File: src/hw/rtl/fvcw_pkg.sv
// Package for the flow vector color wheel: wheel table, CORDIC arctangents,
// pipeline latencies and shared widths. No dependencies.
package fvcw_pkg;

  localparam int SEG_RY = 15;
  localparam int SEG_YG = 6;
  localparam int SEG_GC = 4;
  localparam int SEG_CB = 11;
  localparam int SEG_BM = 13;
  localparam int SEG_MR = 6;
  localparam int WHEEL_STEPS = 54;
  localparam int WHEEL_SIZE = WHEEL_STEPS + 1;
  localparam int CORDIC_STEPS = 14;
  localparam int CORDIC_W = 28;
  localparam int SQRT_STEPS = 17;
  localparam int RAD_LAT = 4 + SQRT_STEPS;
  localparam int ANG_LAT = 1 + CORDIC_STEPS;
  localparam int ANG_DELAY = RAD_LAT - ANG_LAT;
  localparam logic [16:0] INV_RESET = 17'd65536;

  typedef logic [7:0] chan_t;
  typedef logic [23:0] rgb_t;

  localparam logic [15:0] ATAN_TURNS [CORDIC_STEPS] = '{
    16'd8192, 16'd4836, 16'd2555, 16'd1297, 16'd651, 16'd326, 16'd163,
    16'd81, 16'd41, 16'd20, 16'd10, 16'd5, 16'd3, 16'd1
  };

  // Entry k as {red, green, blue}; evaluated only at elaboration.
  function automatic rgb_t wheel_entry(int k);
    int r;
    int g;
    int b;
    int j;
    j = k;
    r = 0;
    g = 0;
    b = 0;
    if (j < SEG_RY) begin
      r = 255; g = 255 * j / SEG_RY;
    end else begin
      j = j - SEG_RY;
      if (j < SEG_YG) begin
        r = 255 - 255 * j / SEG_YG; g = 255;
      end else begin
        j = j - SEG_YG;
        if (j < SEG_GC) begin
          g = 255; b = 255 * j / SEG_GC;
        end else begin
          j = j - SEG_GC;
          if (j < SEG_CB) begin
            g = 255 - 255 * j / SEG_CB; b = 255;
          end else begin
            j = j - SEG_CB;
            if (j < SEG_BM) begin
              r = 255 * j / SEG_BM; b = 255;
            end else begin
              j = j - SEG_BM;
              if (j >= SEG_MR) j = SEG_MR - 1;
              r = 255; b = 255 - 255 * j / SEG_MR;
            end
          end
        end
      end
    end
    return {8'(r), 8'(g), 8'(b)};
  endfunction

  typedef rgb_t wheel_tab_t [WHEEL_SIZE];

  function automatic wheel_tab_t build_wheel();
    wheel_tab_t w;
    for (int k = 0; k < WHEEL_SIZE; k++) begin
      w[k] = wheel_entry(k);
    end
    return w;
  endfunction

  localparam wheel_tab_t WHEEL = build_wheel();

endpackage

File: src/hw/rtl/fvcw_angle.sv
// Pipelined CORDIC vectoring that gives the direction of the negated flow in 1/65536 turn.
// Depends on fvcw_pkg.
module fvcw_angle import fvcw_pkg::*; (
  input  logic               clk,
  input  logic               en,
  input  logic signed [15:0] flow_x,
  input  logic signed [15:0] flow_y,
  output logic [15:0]        angle
);
  logic signed [CORDIC_W-1:0] xs, ys;
  logic signed [CORDIC_W-1:0] x_r [CORDIC_STEPS+1];
  logic signed [CORDIC_W-1:0] y_r [CORDIC_STEPS+1];
  logic [15:0]                z_r [CORDIC_STEPS+1];

  assign xs = {{(CORDIC_W - 24){flow_x[15]}}, flow_x, 8'b0};
  assign ys = {{(CORDIC_W - 24){flow_y[15]}}, flow_y, 8'b0};

  // The vector is the negated flow; rotate into the right half plane first.
  always_ff @(posedge clk) begin
    if (en) begin
      if (flow_x > 16'sd0) begin
        x_r[0] <= xs;
        y_r[0] <= ys;
        z_r[0] <= 16'h8000;
      end else begin
        x_r[0] <= -xs;
        y_r[0] <= -ys;
        z_r[0] <= 16'h0000;
      end
    end
  end

  for (genvar i = 0; i < CORDIC_STEPS; i++) begin : g_step
    logic signed [CORDIC_W-1:0] dx, dy;
    assign dx = y_r[i] >>> i;
    assign dy = x_r[i] >>> i;
    always_ff @(posedge clk) begin
      if (en) begin
        if (y_r[i] > 0) begin
          x_r[i+1] <= x_r[i] + dx;
          y_r[i+1] <= y_r[i] - dy;
          z_r[i+1] <= z_r[i] + ATAN_TURNS[i];
        end else begin
          x_r[i+1] <= x_r[i] - dx;
          y_r[i+1] <= y_r[i] + dy;
          z_r[i+1] <= z_r[i] - ATAN_TURNS[i];
        end
      end
    end
  end

  assign angle = z_r[CORDIC_STEPS];
endmodule

File: config.mk
export PLATFORM = sky130hd
export DESIGN_NAME = fvcw_angle
export DESIGN_NICKNAME = d
export VERILOG_FILES = /design/src/hw/rtl/fvcw_pkg.sv /design/src/hw/rtl/fvcw_angle.sv
export SDC_FILE = /design/constraint.sdc
export NUM_CORES = 2
export LEC_CHECK = 0
export BUFFER_PORTS_ARGS = -buffer_cell sky130_fd_sc_hd__buf_2
export CORE_ASPECT_RATIO = 0.6
export CORE_MARGIN = 2
export CORE_UTILIZATION = 60
export DETAILED_ROUTE_END_ITERATION = 12
export PLACE_DENSITY = 0.83
export SYNTH_ARGS = -nofsm -noshare
export SYNTH_HDL_FRONTEND = slang
export SYNTH_SLANG_ARGS = --single-unit
File: constraint.sdc
create_clock -name clk -period 7.4 [get_ports clk]
set_clock_uncertainty 0.1 [all_clocks]
set_input_delay 1.48 -clock clk [delete_from_list [all_inputs] [get_ports clk]]
set_output_delay 1.48 -clock clk [all_outputs]
set_load 0.02 [all_outputs]
==> parameters.txt <==
Parameter                              Value

Layout
  FILL cells ... 9,565
  Layout cells sized above 1 ... 4.77%
  Most common cell after layout, fill and taps aside ... sky130_fd_sc_hd__edfxtp_1
  Finished Core Util ... 64.5%
  Leading cell types in the layout, fill and taps excluded ... 865 x sky130_fd_sc_hd__edfxtp_1, 826 x sky130_fd_sc_hd__ha_1, 744 x sky130_fd_sc_hd__xnor2_1
  Number of nets in the final layout ... 8,602
  Layout-stage area growth over the synthesis result ... 6.75%
  Post-route non-filler standard cell count ... 9,396

Detailed routing
  Post-route ant nets ... 0
  Per-cell routed wire length ... 21.4 microns
  Via count of the routed design ... 60,400
  Post-Route WL ... 201 mm
  Number of vias per cell ... 6.43
  Router iterations before antenna repair ... 10
  DRC ... 0
  Drt first-iter violations ... 7,595

Placed design
  Worst setup timing slack at the placement stage ... -104 ps
  Half-perimeter wire length of the detailed placement result ... 158 mm
  Last weighted congestion value of the routability-driven placer ... 1.02
  Placed cell count ... 9,236
  IO Port Bufs ... 48

Setup path
  Critical Path Sink Type ... flop
  Top cell family by delay on the critical path ... compound AO/OA/AOI/OAI gates
  Largest stage delay on the critical path ... 770 ps
  Peak fanout along the critical path ... 27
  Crit path DAT ... 7330 ps
  Worst setup path class ... reg -> reg
  Count of buffering cells on the critical path with inverters included ... 1
  WP data required ... 7760 ps
  Slowest cell on crit path ... sky130_fd_sc_hd__o41ai_1
  Element type at the critical path start ... flop
  CP cell instances ... or4_1, nor2_1, nand2_1, or2_2, nor4_1, a21oi_4, inv_2, nor2_1, xor2_1, ha_1, nand3_1, o22ai_1, nor4_1, o22ai_1, a221o_1, o41ai_1, o2111ai_1, a31o_2, a21oi_1, xnor2_1

STA
  Final setup vio count ... 0
  Max Transition Viols Final ... 0
  Unrepaired setup endpoints after global routing ... false
  Max-slew headroom ... 13.6%
  Final hold violations ... 0
  Setup WS post-layout ... 432 ps
  Transition time of the tightest slew-check pin ... 1280 ps
  Maximum achievable frequency ... 144 MHz
  Setup TNS ... 0 ps
  Final Cycle Share ... 94.2%
  Post-route minimum period ... 6970 ps

GRT
  Initial antenna violation count ... 5
  Global-route wire length before repair ... 311 mm
  Vias in the first global route ... 55,900
  Gr ovfl total ... 0
  Maximum number of pins on one net before global-route repair ... 84
  Total Routing Usage GR ... 31.4%

Synth
  Part of the Yosys area used for sequential elements ... 35.5%
  EDFF count, synth ... 865
  Synth top area share ... 35.5%
  Post-synth cell types ... 95
  Area of the mapped netlist ... 0.0732 sq mm
  Synth area leader ... sky130_fd_sc_hd__edfxtp_1
  Warning count from the yosys run ... 0
  Leading post-synthesis cells by cell area ... sky130_fd_sc_hd__edfxtp_1 35%, sky130_fd_sc_hd__ha_1 14%, sky130_fd_sc_hd__xnor2_1 8.9%, sky130_fd_sc_hd__xor2_1 4.5%, sky130_fd_sc_hd__a21oi_1 4.5%
  Cells after Synth ... 7,675
  #FFs+latches synth ... 865
  Predominant post-synthesis flop cell ... sky130_fd_sc_hd__edfxtp_1
  Post-synthesis average cell area ... 9.54 sq um
  Number of nets produced by synthesis ... 8,567
  Share of flip-flops with an asynchronous set or reset ... 0%

Clocking
  CTS Hold Buffers Added ... 0
  Clock tree from TritonCTS ... built
  # Post-CTS Setup Buffers ... 0
  Clock transition at the registers of the reported paths ... 60 ps
  Clock network latency to the later pin of the worst-skew pair ... 710 ps
  Root Buffer ... sky130_fd_sc_hd__clkbuf_16
  Number of levels the H-tree was split into ... 3
  # clock sinks ... 865
  Number of buffers inserted during clock tree synthesis ... 88
  Maximum clock insertion buffer count ... 3
  Number of gates resized after cts ... 0

Hold path
  Tightest Hold Check Type ... reg -> reg

Die
  Core region area ... 0.121 sq mm
  Site row count ... 99
  Starting utilization of the core area ... 60.4%
  Top-Level Pins ... 50
  Vert. Die Dim ... 275 microns
  Die outline area ... 0.125 sq mm
  Overall die width ... 455 microns

Job
  Max-cap viol count ... 0

Status
  Outcome ... finished clean
==> path summary, 6_finish.rpt <==
kind | from | end | slack [ps] | cells past startpoint
hold reg to reg | z_r[1][17] | z_r[1][33] | 400 | 0
setup reg to reg | y_r[1][42] | y_r[1][83] | 430 | 20
setup / recovery | y_r[1][42] | y_r[1][83] | 430 | 20
hold / removal | z_r[1][17] | z_r[1][33] | 400 | 0
==> kinds of logic (layout without fill, tap and decap cells) <==
group	Yosys count	in the layout	share of synthesized area [%]
simple gates	2097	2097	14.0
xor+xnor	1118	1118	13.4
fa+ha+maj	858	858	15.0
mux	39	39	0.564
flops	865	865	35.5
buf+inv	520	624	2.75
compound gates	2177	2177	18.9
other cells	1	2	0.00512
==> registers in the layout, summed over array words and instances, names as in the netlist <==
signal  flops
y_r       358
z_r       185
x_r       322
==> routing by layer <==
metal	GRT usage, %	vias to the layer above	routed length (microns)
met1	47.3	28900	91200
met2	42.6	2802	78600
li1	-	28500	-
met3	12.0	253	28100
met4	5.28	0	2990
met5	0	-	0
==> through the flow <==
stage,hold slack (ps),area [sq um]
CTS,420,78200
floorplan,300,73200
detailed placement,388,75300
finish,402,78200
global route,412,78200
global placement,366,75300
==> worst register-to-register path: stages (launching register included) <==
cell	delay (ps)
sky130_fd_sc_hd__edfxtp_1	500
sky130_fd_sc_hd__or4_1	580
sky130_fd_sc_hd__nor2_1	100
sky130_fd_sc_hd__nand2_1	140
sky130_fd_sc_hd__or2_2	410
sky130_fd_sc_hd__nor4_1	570
sky130_fd_sc_hd__a21oi_4	260
sky130_fd_sc_hd__inv_2	480
sky130_fd_sc_hd__nor2_1	120
sky130_fd_sc_hd__xor2_1	170
sky130_fd_sc_hd__ha_1	370
sky130_fd_sc_hd__nand3_1	90
sky130_fd_sc_hd__o22ai_1	100
sky130_fd_sc_hd__nor4_1	370
sky130_fd_sc_hd__o22ai_1	310
sky130_fd_sc_hd__a221o_1	470
sky130_fd_sc_hd__o41ai_1	780
sky130_fd_sc_hd__o2111ai_1	230
sky130_fd_sc_hd__a31o_2	270
sky130_fd_sc_hd__a21oi_1	200
sky130_fd_sc_hd__xnor2_1	100
==> Yosys cell counts, drive strengths merged, types with 20 or more instances <==
master	n
nor4	86
a2111oi	20
nor2b	92
o211ai	54
or2	36
nor2	606
or3	80
nor3	235
a211oi	59
and2	39
o21ai	481
and3	60
or4	48
nand2b	103
a21boi	32
inv	351
nand2	482
edfxtp	865
buf	33
clkbuf	130
nand3	131
o41ai	47
ha	826
o31ai	125
a31oi	52
xor2	374
a21oi	653
xnor2	744
a21o	233
a211o	22
mux2i	24
fa	32
a31o	29
nand4	32
o21a	116
o21bai	92
==> layout make-up <==
cell class                 count  area, sq um  area share [%]
clock buffer                 109         2390            3.05
sequential                   865        26000            33.2
inverter                     357         1340            1.71
multi-input combinational   6290        45300            57.9
clock inverter                50          445           0.570
tap                         1616         2020            2.59
antenna                        1         2.50         0.00320
timing repair buffer         108          726           0.928
Power is not shown: default switching activity piles up to over one toggle a cycle in this logic, so the estimate is an artifact.
